`config.mk`:
```
export PLATFORM = sky130hd
export DESIGN_NAME = sample_frame_packer_crc8
export DESIGN_NICKNAME = d
export VERILOG_FILES = /design/src/design/sfp_pkg.sv /design/src/design/sample_frame_packer_crc8.sv /design/src/design/sfp_emitter.sv
export SDC_FILE = /design/constraint.sdc
export NUM_CORES = 1
export LEC_CHECK = 0
export ABC_AREA = 1
export CAP_MARGIN = 20
export CORE_MARGIN = 10
export CORE_UTILIZATION = 55
export CTS_CLUSTER_DIAMETER = 40
export CTS_CLUSTER_SIZE = 8
export DETAILED_ROUTE_END_ITERATION = 10
export DONT_BUFFER_PORTS = 1
export PLACE_DENSITY = 0.8
export SYNTH_ARGS = -nofsm -noshare
export SYNTH_HDL_FRONTEND = slang
export SYNTH_SLANG_ARGS = --single-unit
export TNS_END_PERCENT = 1
```
`constraint.sdc`:
```
create_clock -name clk -period 5.95 [get_ports clk]
set_clock_uncertainty 0.2 [all_clocks]
set_input_delay 0.595 -clock clk [delete_from_list [all_inputs] [get_ports clk]]
set_output_delay 0.595 -clock clk [all_outputs]
set_load 0.02 [all_outputs]
```
`src/design/sfp_pkg.sv`:
```
// Shared types, constants and the CRC-8 step for the sample frame packer.
// No dependencies; imported by sfp_emitter and sample_frame_packer_crc8.
`timescale 1ns / 1ps

package sfp_pkg;

  localparam int SAMPLES_PER_FRAME_DEFAULT = 10;
  localparam logic [8:0] FRAMES_PER_CAPTURE_RESET = 9'd100;
  localparam logic [7:0] CRC_POLY = 8'h8D;
  localparam int ITEM_BYTES = 3;

  // Up to three bytes caused by one sample; an eof slot is filled with the CRC on the way out.
  typedef struct packed {
    logic [ITEM_BYTES-1:0][7:0] data;
    logic [ITEM_BYTES-1:0]      eof;
    logic [1:0]                 count;
  } sfp_item_t;

  function automatic logic [7:0] crc8_update(input logic [7:0] crc, input logic [7:0] data);
    logic [7:0] c;
    c = crc ^ data;
    for (int k = 0; k < 8; k++) begin
      if (c[7]) begin
        c = {c[6:0], 1'b0} ^ CRC_POLY;
      end else begin
        c = {c[6:0], 1'b0};
      end
    end
    return c;
  endfunction

endpackage

```
`src/design/sample_frame_packer_crc8.sv`:
```
// Top level of the sample frame packer: slot tracking, byte packing, frame index.
// Depends on sfp_pkg and sfp_emitter.
`timescale 1ns / 1ps

// Usage:
//   Samples enter on sample / sample_valid / sample_stall; a transaction takes
//   place at a clock edge with valid high and stall low. Frame bytes leave on
//   frame_byte / end_of_frame / last_of_run with byte_valid / byte_stall.
//   Each sample yields 1 to 3 bytes: header, index and high byte in slot 0;
//   one byte in other even slots; two in odd and last slots; last adds the CRC.
//   Bytes leave one per cycle, unless byte_stall holds them, from a single
//   output register, so a sample occupies the block until all its bytes
//   have moved out; the next sample is taken in the cycle its predecessor's
//   last byte moves out. A sample's bytes enter the emitter buffer at its
//   transaction, then become valid in the output register, barring a stall.
//   cfg_we writes frames_per_capture (reset 100) from cfg_wdata; write it only
//   while idle.
//   Reset (rst, synchronous) clears the slot, index, CRC and output valid.
//   A stall on the byte side holds the output byte; the buffer behind it
//   fills and sample_stall rises until bytes move again.

module sample_frame_packer_crc8
  import sfp_pkg::*;
#(
  parameter int SAMPLES_PER_FRAME = SAMPLES_PER_FRAME_DEFAULT
) (
  input  logic        clk,
  input  logic        rst,
  input  logic        cfg_we,
  input  logic [8:0]  cfg_wdata,
  input  logic [11:0] sample,
  input  logic        sample_valid,
  output logic        sample_stall,
  output logic [7:0]  frame_byte,
  output logic        end_of_frame,
  output logic        last_of_run,
  output logic        byte_valid,
  input  logic        byte_stall
);

  localparam int POS_W = $clog2(SAMPLES_PER_FRAME);
  localparam logic [POS_W-1:0] LAST_POS = POS_W'(SAMPLES_PER_FRAME - 1);
  localparam logic [7:0] HEADER = 8'(SAMPLES_PER_FRAME);

  logic [8:0]       frames_per_capture;
  logic [POS_W-1:0] sample_position;
  logic [3:0]       held_low_nibble;
  logic [7:0]       frame_index;
  logic [8:0]       index_inc;
  logic             item_ready;
  logic             accept;
  logic             last;
  sfp_item_t        item;

  assign sample_stall = !item_ready;
  assign accept       = sample_valid && item_ready;
  assign last         = (sample_position == LAST_POS);
  assign index_inc    = {1'b0, frame_index} + 9'd1;

  always_comb begin
    item = '0;
    if (sample_position == '0) begin
      item.data  = {sample[11:4], frame_index, HEADER};
      item.count = 2'd3;
    end else if (!sample_position[0]) begin
      item.data[0] = sample[11:4];
      if (last) begin
        item.data[1] = {sample[3:0], 4'h0};
        item.eof[2]  = 1'b1;
        item.count   = 2'd3;
      end else begin
        item.count = 2'd1;
      end
    end else begin
      item.data[0] = {held_low_nibble, sample[11:8]};
      item.data[1] = sample[7:0];
      if (last) begin
        item.eof[2] = 1'b1;
        item.count  = 2'd3;
      end else begin
        item.count = 2'd2;
      end
    end
  end

  always_ff @(posedge clk) begin
    if (rst) begin
      frames_per_capture <= FRAMES_PER_CAPTURE_RESET;
      sample_position    <= '0;
      held_low_nibble    <= 4'h0;
      frame_index        <= 8'h00;
    end else begin
      if (cfg_we) begin
        frames_per_capture <= cfg_wdata;
      end
      if (accept) begin
        if (!sample_position[0]) begin
          held_low_nibble <= sample[3:0];
        end
        if (last) begin
          sample_position <= '0;
          frame_index     <= (index_inc >= frames_per_capture) ? 8'h00 : index_inc[7:0];
        end else begin
          sample_position <= sample_position + POS_W'(1);
        end
      end
    end
  end

  sfp_emitter u_emitter (
    .clk          (clk),
    .rst          (rst),
    .item_valid   (sample_valid),
    .item         (item),
    .item_ready   (item_ready),
    .byte_valid   (byte_valid),
    .byte_stall   (byte_stall),
    .frame_byte   (frame_byte),
    .end_of_frame (end_of_frame),
    .last_of_run  (last_of_run)
  );

  a_pos_range : assert property (@(posedge clk) disable iff (rst)
    sample_position <= LAST_POS)
    else $error("slot beyond frame");

  a_wrap : assert property (@(posedge clk) disable iff (rst)
    accept && last |=> sample_position == '0)
    else $error("slot did not wrap at frame end");

  a_index_hold : assert property (@(posedge clk) disable iff (rst)
    !(accept && last) |=> frame_index == $past(frame_index))
    else $error("frame index moved mid-frame");

endmodule

```
`src/design/sfp_emitter.sv`:
```
// Byte emitter: holds a sample's bytes, sends one per unstalled cycle, runs frame CRC.
// Depends on sfp_pkg.
`timescale 1ns / 1ps

module sfp_emitter
  import sfp_pkg::*;
(
  input  logic       clk,
  input  logic       rst,
  input  logic       item_valid,
  input  sfp_item_t  item,
  output logic       item_ready,
  output logic       byte_valid,
  input  logic       byte_stall,
  output logic [7:0] frame_byte,
  output logic       end_of_frame,
  output logic       last_of_run
);

  logic [ITEM_BYTES-1:0][7:0] buf_data;
  logic [ITEM_BYTES-1:0]      buf_eof;
  logic [1:0]                 buf_cnt;
  logic [7:0]                 crc;
  logic                       move;
  logic                       load;

  assign move       = (buf_cnt != 2'd0) && (!byte_valid || !byte_stall);
  assign item_ready = (buf_cnt == 2'd0) || ((buf_cnt == 2'd1) && move);
  assign load       = item_valid && item_ready;

  always_ff @(posedge clk) begin
    if (rst) begin
      buf_cnt    <= 2'd0;
      byte_valid <= 1'b0;
      crc        <= 8'h00;
    end else begin
      if (load) begin
        buf_cnt <= item.count;
      end else if (move) begin
        buf_cnt <= buf_cnt - 2'd1;
      end
      if (move) begin
        byte_valid <= 1'b1;
        crc        <= buf_eof[0] ? 8'h00 : crc8_update(crc, buf_data[0]);
      end else if (!byte_stall) begin
        byte_valid <= 1'b0;
      end
    end
  end

  always_ff @(posedge clk) begin
    if (load) begin
      buf_data <= item.data;
      buf_eof  <= item.eof;
    end else if (move) begin
      buf_data <= {8'h00, buf_data[ITEM_BYTES-1:1]};
      buf_eof  <= {1'b0, buf_eof[ITEM_BYTES-1:1]};
    end
    if (move) begin
      frame_byte   <= buf_eof[0] ? crc : buf_data[0];
      end_of_frame <= buf_eof[0];
      last_of_run  <= (buf_cnt == 2'd1);
    end
  end

  a_load_fills : assert property (@(posedge clk) disable iff (rst)
    load |=> buf_cnt != 2'd0)
    else $error("accepted item left the buffer empty");

  a_eof_is_last : assert property (@(posedge clk) disable iff (rst)
    byte_valid && end_of_frame |-> last_of_run)
    else $error("CRC byte not marked last of run");

  a_crc_cleared : assert property (@(posedge clk) disable iff (rst)
    move && buf_eof[0] |=> crc == 8'h00)
    else $error("CRC not cleared after frame end");

  a_no_overrun : assert property (@(posedge clk) disable iff (rst)
    buf_cnt >= 2'd2 |-> !item_ready)
    else $error("ready with more than one byte pending");

endmodule
```
# ---- Yosys cells after proc, flatten, opt, wreduce, memory -nomap -nowiden
# Index checks and enable logic that the tools add are counted.
# Widths: inputs -> output; s select.
dict set report op_classes {
  n_addsub 3
  mul 0
  div_mod_pow 0
  n_lt_le_gt_ge 1
  n_eq_ne 3
  shifts 0
  n_mux 44
  n_bitwise 10
  n_reduce_logical 14
}
# op n
set ops {}
lappend ops {{$mux 8} 27}
lappend ops {{$mux 24} 2}
lappend ops {{$not 4->4} 8}
lappend ops {{$mux 17} 1}
lappend ops {{$mux 16} 1}
lappend ops {{$mux 2} 5}
lappend ops {{$add 8x1->9 const B} 1}
lappend ops {{$ge 9x9->1} 1}
lappend ops {{$xor 8x8->8} 1}
lappend ops {{$mux 3} 2}
lappend ops {{$mux 1} 5}
lappend ops {{$add 4x1->4 const B} 1}
lappend ops {{$eq 4x4->1 const B} 1}
lappend ops {{$logic_not 4->1} 1}
lappend ops {{$mux 4} 1}
lappend ops {{$reduce_and 2->1} 2}
lappend ops {{$reduce_bool 2->1} 2}
lappend ops {{$logic_and 1x1->1} 3}
lappend ops {{$logic_not 1->1} 3}
lappend ops {{$eq 2x1->1 const B} 1}
lappend ops {{$logic_not 2->1} 1}
lappend ops {{$logic_or 1x1->1} 2}
lappend ops {{$ne 2x1->1 const B} 1}
lappend ops {{$sub 2x1->2 const B} 1}
lappend ops {{$not 1->1} 1}
dict set report totals {
  ff_bits 73
  latchBits 0
  ramBits 0
  mem_bits_ro 0
  wordCells 90
  mem_count 0
}

# ---- Depth between registers and ports, before layout
# Gate-level depths: netlist of the first run.
dict set report logic_depth {
  ltp_word 32
  mapped_depth 15
  mapped_depth_nobuf 15
}

# ---- By module
# Synthesis of the first run repeated with hierarchy kept, for this count alone.
dict set report hier_totals {
  hier_cells 497
  area_unflattened_um2 4035.1
}
# mod instances cells_per_inst area_per_inst_um2
set modules_own_cells {}
lappend modules_own_cells {sfp_emitter 1 252 2417.3}
lappend modules_own_cells {sample_frame_packer_crc8 1 245 1617.8}

# ---- Worst setup path after synthesis of the first run
# Ideal clock, no wire load.
dict set report synth_path {
  path_type {in2reg}
  startpoint {input byte_stall}
  endpoint {register u_emitter.buf_cnt[1]}
  setup_ns 0.148
  t_arrival_ns 2.096
  t_required_ns 5.602
  slack_ns 3.506
  path_stages 9
  n_path_buf 0
  cell_sequence {nand2_1 -> a21oi_1 -> inv_1 -> nand2_1 -> inv_1 -> nor2_1 -> inv_1 -> o21ai_0 -> a21oi_1}
}
dict set report synth_between {
  elab_chain_cells 7
}
# item line
set synth_rtl {}
lappend synth_rtl {{start: declaration} sample_frame_packer_crc8.sv:38} ;# input logic byte_stall
lappend synth_rtl {{$logic_not 1->1 *} sfp_emitter.sv:27} ;# assign move = (buf_cnt != 2'd0) && (!byte_valid || !byte_stall);
lappend synth_rtl {{$logic_or 1x1->1 *} sfp_emitter.sv:27}
lappend synth_rtl {{$logic_and 1x1->1 *} sfp_emitter.sv:27}
lappend synth_rtl {{$logic_and 1x1->1} sfp_emitter.sv:28} ;# assign item_ready = (buf_cnt == 2'd0) || ((buf_cnt == 2'd1) && move);
lappend synth_rtl {{$logic_or 1x1->1} sfp_emitter.sv:28}
lappend synth_rtl {{$logic_and 1x1->1} sfp_emitter.sv:29} ;# assign load = item_valid && item_ready;
lappend synth_rtl {{$mux 2 or $reduce_bool 2->1 (tied branches)} --}
lappend synth_rtl {{end signal: assignment} sfp_emitter.sv:38} ;# buf_cnt <= item.count;
lappend synth_rtl {{end signal: assignment} sfp_emitter.sv:40} ;# buf_cnt <= buf_cnt - 2'd1;
lappend synth_rtl {{end: declaration} sfp_emitter.sv:22} ;# logic [1:0] buf_cnt;
# Every way passes the cells marked *; elsewhere a longest branch is shown, timed or not.
# A chain may end at the register's enable or synchronous reset.

# ---- Worst setup path after layout of the first run
dict set report layout_path {
  startpoint {register u_emitter.buf_cnt[0]}
  endpoint {register u_emitter.buf_cnt[1]}
}
dict set report layout_between {
  elab_chain_cells 6
}
# item
set layout_rtl {}
lappend layout_rtl {{branches (longest 6 deep; another with $sub 2x1->2)}}
# Several ways; the timed one is not identified. The select of a mux whose other input is x is not followed.

==> metrics, run 1 <==
largest net degree at the start of global routing 31; Fin. Hold Viols 0; Tmin final between 3000 and 4000 ps; Die ar. 10500 um2; Total Wirelength ~8000 um; Psw slightly above 1000 uW; Die X around 100 um; Worst Hold End u_emitter.crc[7]; starting density of the core 0.558; Clock Tree Root clkbuf_8; Fin Setup TNS 0 ps; pwr/cell area between 600 and 700 nW/um2; cell count after synthesis approximately 420; Antenna diodes 0; Worst EP arrival 3310 ps; Worst Path Buf+Inv 5; share of cells above drive strength 1 0.119; commonest cells after routing, fill and taps aside nand2_1 (92), inv_1 (53), dfxtp_1 (38); Max-slew headroom 0.380; worst reg2reg endpoint u_emitter.buf_cnt[1]; Max IR drop VDD between 200 and 250 uV; highest clock rate 0.304 GHz; Hold Path Class input port to flip-flop; Ports 38; Post-Syn Nets about 460; setup violators final 0; final non-filler cell total a little over 500; Avg Cell Area, Syn a little under 9 um2; # DRC 0; MaxCap Viol Count 0; drt pass-1 iters 5; #FFs+latches synth 73; FF-to-FF Start u_emitter.buf_cnt[0]; placed cells slightly below 500; Worst EP required between 5000 and 6000 ps; Tot GR Track Use 0.160; post-synth cell types 40; initial antenna violation count 0; Switching Share 0.419; Num Clock Sinks 73; commonest non-fill, non-tap cell in the layout nand2_1; unrepaired setup endpoints after global routing no; R2R depth 11; Setup CP Type flip-flop to flip-flop; FP Rows 30; Vias/cell 5.57; pre-CTS setup slack around 2600 ps; total grt overflow 0; Synth Warn # 0; Design Area, Final between 4000 and 5000 um2; maximum clock path buffer count 2; # hold bufs at CTS 0; Final WS setup 2660 ps; WL/cell 15.6 um; sequential fraction of the synthesis area 0.483; Clock Latency Late Sink 350 ps; setup slack, reg-to-reg 2660 ps; clock group share of total power 0.194; H-tree levels 3; cell-internal power ~1400 uW; hold path cells 1; first-pass GRT wire length 13000 um; Worst Setup End Kind flip-flop; WP depth 11; Post-CTS Setup Bufs 0; combinational fraction of design power 0.428; CP cell instances inv_1, ha_1, a21oi_1, inv_1, nand2_1, buf_4, inv_1, nor2_1, inv_1, o21ai_0, a21oi_1; Critical Path Fanout Max 30; leak pwr between 0.0015 and 0.002 uW; outcome finished, final reports clean; Nets 461; synthesized area 3750 um2; vias in the first global route 2644; Worst-Margin Slew around 930 ps; worst hold start rst; port bufs 0; HPWL Detailed ~5700 um; Core Region roughly 6700 um2; Crit path max-delay family buffers and inverters; max incr delay on CP ~470 ps; Top cell by count, worst path inv_1; routed via count 2829; post-route clock period utilization 0.553; remaining antenna violation count 0; Chip Height between 100 and 150 um; CTS buffer count 9; synth-to-layout area growth 7.47%; Slew Limit Fails 0; GPL Wtd Cong around 0.89; clock slew at reported path FFs 80 ps; Placed Area 3790 um2; Critical-path top delay cell a21oi_1; TritonCTS clock tree yes; CP Launch Type flip-flop; Seq pwr share 0.378; Initial DRC Count between 100 and 150; post-CTS sizing 0
-- per-stage QoR --
stage / utilization / hold WS [ps] / power, uW
CTS: 0.600 / 85.4 / 2430
detailed placement: 0.564 / 243 / 1960
floorplan: - / 236 / 1770
finish: 0.600 / 98.5 / 2420
global placement: 0.564 / 242 / 1930
global route: 0.600 / 74.7 / 2620
-- per-layer routing --
metal,part of all wire,vias to the layer above,routed length (um),global-route usage
met4,0.023,0,182,0.0738
met1,0.44,1294,3480,0.195
li1,-,1419,-,-
met5,0,-,0,0
met3,0.084,13,661,0.0603
met2,0.45,103,3580,0.244
-- cell usage after synthesis (all sizes together) --
master / count / area share
o211ai: 6 / 0.012
a31oi: 2 / 0.0033
a21oi: 31 / 0.042
nand3: 30 / 0.051
xor2: 14 / 0.035
nand3b: 1 / 0.0020
nor2: 24 / 0.025
dfxtp: 38 / 0.20
o21bai: 1 / 0.0020
ha: 12 / 0.040
nand2: 104 / 0.12
o221ai: 4 / 0.0093
o21ai: 21 / 0.028
nor4: 2 / 0.0090
nand4: 1 / 0.0017
inv: 55 / 0.055
o22ai: 8 / 0.013
xnor2: 5 / 0.016
buf: 6 / 0.013
edfxtp: 35 / 0.28
clkbuf: 6 / 0.0060
nor3: 2 / 0.0027
a22oi: 1 / 0.0020
a32oi: 1 / 0.0023
o31ai: 6 / 0.012
clkinv: 1 / 0.0010
mux2: 6 / 0.018
-- worst max path at each step --
stage	start	to	slack (ps)
global placement	byte_stall	u_emitter.buf_cnt[1]	2730
detailed placement	byte_stall	u_emitter.buf_cnt[1]	2620
finish	u_emitter.buf_cnt[0]	u_emitter.buf_cnt[1]	2660
global route	u_emitter.buf_cnt[0]	u_emitter.buf_cnt[1]	2420
floorplan	byte_stall	u_emitter.buf_cnt[1]	3510
CTS	u_emitter.buf_cnt[0]	u_emitter.buf_cnt[1]	2640
-- flip-flops by register name, indices dropped and copies added, names as in the netlist --
signal / cells
u_emitter.buf_cnt: 2
u_emitter.buf_eof: 3
frame_index: 8
u_emitter.frame_byte: 8
u_emitter.end_of_frame: 1
frames_per_capture: 9
u_emitter.buf_data: 24
u_emitter.last_of_run: 1
u_emitter.crc: 8
u_emitter.byte_valid: 1
sample_position: 4
held_low_nibble: 4
-- final cells by class --
class / count / area, um2
Tap cell: 80 / 100
Multi-Input combinational cell: 282 / 1660
Clock buffer: 9 / 124
Timing Repair Buffer: 1 / 7.51
Sequential cell: 73 / 1810
Clock inverter: 7 / 119
Fill cell: 555 / 2690
Inverter: 56 / 210
-- cell families (layout without fill, tap and decap cells) --
family | count (synthesis) | count (layout) | synth area share
buffers and inverters | 68 | 73 | 0.0747
AO/OA/AOI/OAI | 81 | 81 | 0.127
AND/OR/NAND/NOR | 164 | 164 | 0.207
XOR/XNOR | 19 | 19 | 0.0504
multiplexers | 6 | 6 | 0.0180
adder cells (fa/ha/maj) | 12 | 12 | 0.0400
flip-flops | 73 | 73 | 0.483
-- power by group through the flow --
stage	logic (uW)	clock network, uW	registers [uW]
finish	1040	470	915
floorplan	879	0	891
detailed placement	1030	0	928
CTS	1040	475	917
global route	1180	500	932
global placement	1010	0	921
Power figures use the tool's default switching activity.
==> inputs of run 2 (changes only) <==
Settings changed: PLACE_DENSITY 0.8 to 0.83.
Clock period 5.95 ns to 2.9 ns, I/O delays scaled along.
==> run 2 against run 1 <==
Sequential share of layout area decreased by 2.2 points. Global-route usage increased by 0.85 points. Die area unchanged. Power increased by 99%. Sequential power increased by 100%. Combinational power increased by 120%. Design area increased by 5.0%. Critical path depth decreased by 1. Via count increased by 5.1%. Sequential cell count unchanged.
==> metrics, run 2 (synthesized netlist as in run 1, its figures left out) <==
Die X 103 um; leak pwr around 0.0018 uW; Chip Height a little over 100 um; unrepaired setup endpoints after global routing no; Tmin final around 2500 ps; Final Util 0.630; H-tree levels 3; met2 Track Usage GR 0.271; largest registers u_emitter.buf_data: 24 flops, frames_per_capture: 9 flops; Worst EP arrival between 2000 and 3000 ps; max reg flops 24; Most flops, register u_emitter.buf_data; GPL Wtd Cong just under 0.9; first-pass GRT wire length 13700 um; met3 Use GR 0.0469; initial antenna violation count 0; MaxCap Viol Count 0; setup violators final 0; pwr/cell area 1140 nW/um2; Fin. Hold Viols 0; Max-slew headroom 0.421; vias in the first global route just under 3000; Vias/cell approximately 5.5; remaining antenna violation count 0; Critical Path Fanout Max 8; Nets roughly 490; Antenna diodes 0; outcome finished, final reports clean; CTS buffer count 9; Worst Setup End Kind flip-flop; maximum clock path buffer count 2; Slew Limit Fails 0; Worst-Margin Slew 866 ps; setup slack, reg-to-reg 370 ps; worst reg2reg endpoint frame_index[2]; CP endpoint frame_index[2]; Core Region 6720 um2; starting density of the core 0.558; commonest cells after routing, fill and taps aside nand2_1 (92), inv_1 (53), dfxtp_1 (38); Initial DRC Count ~200; Fin Setup TNS 0 ps; Design Area, Final about 4200 um2; Tot GR Track Use 0.168; synth-to-layout area growth 12.9%; clock slew at reported path FFs 80 ps; commonest non-fill, non-tap cell in the layout nand2_1; CP Launch Type flip-flop; Setup CP Type flip-flop to flip-flop; GRT busiest layer met2; # DRC 0; Worst EP required slightly below 3000 ps; met1 Usage GRT 0.196; WL/cell ~16 um; R2R depth 10; highest clock rate between 0.3 and 0.4 GHz; total grt overflow 0; share of cells above drive strength 1 0.121; Clock Tree Root clkbuf_8; FP Rows 30; Hold Path Class input port to flip-flop; largest net degree at the start of global routing 30; TritonCTS clock tree yes; Placed Area 3820 um2; Max IR drop VDD approximately 420 uV; routed via count about 3000; Total Wirelength 8360 um; post-route clock period utilization 0.873; drt pass-1 iters 4; Num Clock Sinks 73; Ports 38; FF-to-FF Start frame_index[0]; worst setup path startpoint frame_index[0]; Die ar. around 11000 um2; HPWL Detailed slightly below 6000 um; port bufs 0; Clock Latency Late Sink 340 ps; Post-CTS Setup Bufs 0
[run 2: changes by cell type in the layout (fill, tap and decap cells not counted)]
cell / previous run / this run
clkinv_2: 1 / 3
dlygate4sd3_1: 0 / 24
clkinv_1: 1 / 2
o21bai_1: 1 / 0
o21bai_2: 0 / 1
clkinv_4: 1 / 0
bufinv_16: 3 / 0
buf_4: 1 / 5
clkbuf_8: 9 / 10
[run 2: power by group]
group	leakage [uW]	switching, uW	internal [uW]
clock	0.0000855	367	326
combinational	0.00106	1460	801
sequential	0.000671	294	1580
[run 2: worst max-delay path: stages, from the launching register on]
cell      delay, ps
dfxtp_1         370
inv_1            90
nor3_1          370
nand4_1         180
nor2_1          150
xor2_1          150
inv_1            80
ha_1            290
a21oi_1          70
o21bai_2        310
o22ai_1         130
[run 2: metal layers]
metal	share of wire	routed length, um	up-vias
met2	0.48	4030	100
li1	-	-	1471
met1	0.43	3600	1381
met5	0	0	-
met4	0.032	265	0
met3	0.055	461	22
[run 2: through the flow]
| stage | std cells | hold slack (ps) | worst slack (ps) | power, uW |
|---|---|---|---|---|
| 2_1_floorplan | 423 | 201 | 539 | 3630 |
| 3_3_place_gp | 496 | 160 | 379 | 4000 |
| 3_5_place_dp | 496 | 160 | 192 | 4110 |
| 4_1_cts | 535 | 0.451 | 171 | 4850 |
| 5_1_grt | 536 | 14.4 | 90.8 | 5200 |
| 6_report | 536 | 32.4 | 368 | 4830 |
[run 2: area by class of cell]
class	instances	area, um2
clock buffers	10	138
clock inverters	6	33.8
fillers	545	2480
inverters	56	210
multi-input cells	282	1660
flip-flops and latches	73	1810
well taps	80	100
repair buffers	29	278
[run 2: worst min path at each step]
stage	end	slack [ps]	depth (start not counted)	startpoint
floorplan	frames_per_capture[2]	200	1	cfg_we
global placement	u_emitter.crc[7]	160	1	rst
detailed placement	u_emitter.crc[7]	160	1	rst
CTS	u_emitter.buf_data[10]	0.5	2	sample[2]
global route	u_emitter.buf_data[18]	10	2	sample[6]
finish	frames_per_capture[4]	30	2	cfg_we
[run 2: timing repair]
item / in CTS / in global routing
endpoints found under the hold margin: 41 / 1
resized for setup: 0 / 1
hold buffers: 23 / 1
endpoints found under the setup margin: 0 / 8
==> inputs of run 3 (changes only) <==
Settings changed: CAP_MARGIN 20 to unset, SYNTH_HIERARCHICAL set to 1.
==> run 3 against run 2 <==
Worst hold slack got worse by 15 ps. Sequential power grew 2%. Critical path depth is 3 higher. Sequential cell count unchanged. Count of clock-buffer cells in the layout did not move. Via count is 6.7% higher. Largest cell class is now multi-input combinational cells. Maximum frequency increased by 2.9%. Global-route usage fell by 1.3 points. Cell count up 15%. Largest power group unchanged. Register-to-register slack gained 70 ps. Non-clock buffer count is 10 lower. Core utilization fell by 1.1 points.
==> metrics, run 3 <==
GPL Wtd Cong a little under 0.9; #FFs+latches synth 73; largest cells by area after synthesis edfxtp_1 (28%), dfxtp_1 (18%), nand2_1 (13%); Vias/cell roughly 5.1; Slew Limit Fails 0; Nets ~550; # DRC 0; commonest cells after routing, fill and taps aside nand2_1 (136), inv_1 (65), nor2_1 (45); share of cells above drive strength 1 0.121; starting density of the core 0.562; Tot GR Track Use 0.156; Clock Latency Late Sink between 300 and 400 ps; vias in the first global route between 3000 and 4000; MaxCap Viol Count 0; leak pwr 0.00206 uW; initial antenna violation count 0; Ports 38; Initial DRC Count between 200 and 300; cell count after synthesis approximately 500; H-tree levels 3; Post-synth top flop edfxtp_1; Yosys top cell area share 0.275; Final WS setup ~440 ps; drt pass-1 iters 4; outcome finished, final reports clean; HPWL Detailed 6140 um; max reg flops 24; Synth Warn # 6; clock slew at reported path FFs 80 ps; post-synth cell types 39; Hold Path Class input port to flip-flop; unrepaired setup endpoints after global routing no; largest net degree at the start of global routing 25; maximum clock path buffer count 2; pwr/cell area 1130 nW/um2; Post-synth ARST share 0; Clock Tree Root clkbuf_8; Chip Height 106 um; Die X ~110 um; most frequent cell after synthesis nand2_1; Max IR drop VDD 548 uV; Max-slew headroom 0.512; largest registers u_emitter/buf_data: 24 flops, frames_per_capture: 9 flops; TritonCTS clock tree yes; Core Region 7180 um2; FP Rows 31; sequential fraction of the synthesis area 0.454; commonest non-fill, non-tap cell in the layout nand2_1; Worst EP arrival ~2600 ps; Fin. Hold Viols 0; routed via count around 3200; Worst Setup End Kind flip-flop; synthesized area between 4000 and 5000 um2; post-route clock period utilization 0.849; EDFF count, synth 37; synth-to-layout area growth 10.1%; CTS buffer count 9; Critical Path Fanout Max 8; Die ar. about 11000 um2; Most flops, register u_emitter/buf_data; Worst-Margin Slew 730 ps; Worst EP required 2990 ps; highest clock rate slightly above 0.4 GHz; WL/cell 13.8 um; CP Launch Type flip-flop; pre-CTS setup slack 529 ps; Post-CTS Setup Bufs 0; Total Wirelength 8570 um; Antenna diodes 0; Tmin final between 2000 and 2500 ps; total grt overflow 0; Post-synth top cells nand2_1 (136), inv_1 (65), nor2_1 (45); Avg Cell Area, Syn a little over 8 um2; Fin Setup TNS 0 ps; remaining antenna violation count 0; post-CTS sizing 0; setup violators final 0; area leader, netlist edfxtp_1; Num Clock Sinks 73; Setup CP Type flip-flop to flip-flop; port bufs 0; first-pass GRT wire length 14300 um
[run 3: final cells by class]
class | count | area [um2]
Tap cell | 99 | 124
Clock buffer | 10 | 128
Multi-Input combinational cell | 341 | 1870
Fill cell | 580 | 2730
Clock inverter | 6 | 38.8
Inverter | 71 | 272
Sequential cell | 73 | 1830
Timing Repair Buffer | 19 | 183
[run 3: worst paths after layout]
kind / start / endpoint / slack (ps) / cells after the start
worst min register to register: frames_per_capture[3] / frames_per_capture[3] / 270 / 2
worst max-delay path: frame_index[0] / frame_index[0] / 440 / 13
worst max register to register: frame_index[0] / frame_index[0] / 440 / 13
worst min-delay path: rst / sample_position[3] / 20 / 3
[run 3: critical path, cell delays in order, from the launching register on]
cell     delay (ps)
dfxtp_1         470
inv_1           130
nor2_1          240
nand3_1         110
nand2_1          70
nand2_1          80
ha_1            290
nand2_1          70
inv_1            50
a21oi_1         190
nand2_2          90
nor2_4          190
nand2_2          60
a21oi_1         150
[run 3: routing by layer]
layer,vias up,track usage,share of wire
met5,-,0,0
met4,0,0.0764,0.015
met3,12,0.0420,0.053
met2,61,0.268,0.51
met1,1474,0.173,0.42
li1,1627,-,-
[run 3: power breakdown]
group	switching [uW]	internal, uW	total, uW
clock	399	314	713
sequential	307	1600	1910
combinational	1520	872	2390
[run 3: metrics by stage]
stage	area, um2	power, uW	std cells	utilization	hold WS (ps)
6_report	4440	5010	619	0.619	17.0
3_5_place_dp	4120	4300	587	0.574	161
3_3_place_gp	4120	4210	587	0.574	159
5_1_grt	4440	5410	619	0.619	47.5
4_1_cts	4440	5030	619	0.619	1.36
2_1_floorplan	4040	3890	498	-	168
[run 3: timing repair]
item | 4_1_cts | 5_1_grt
hold buffers | 16 | 0
endpoints found under the hold margin | 27 | 0
endpoints found under the setup margin | 0 | 0
[run 3: cells by family after synthesis]
group           Yosys count  synth area share
fa+ha+maj                12            0.0372
xor+xnor                 18            0.0493
simple gates            244             0.275
buf+inv                  84            0.0840
flops                    73             0.454
mux                       6            0.0167
other cells               1          0.000929
compound gates           59            0.0831
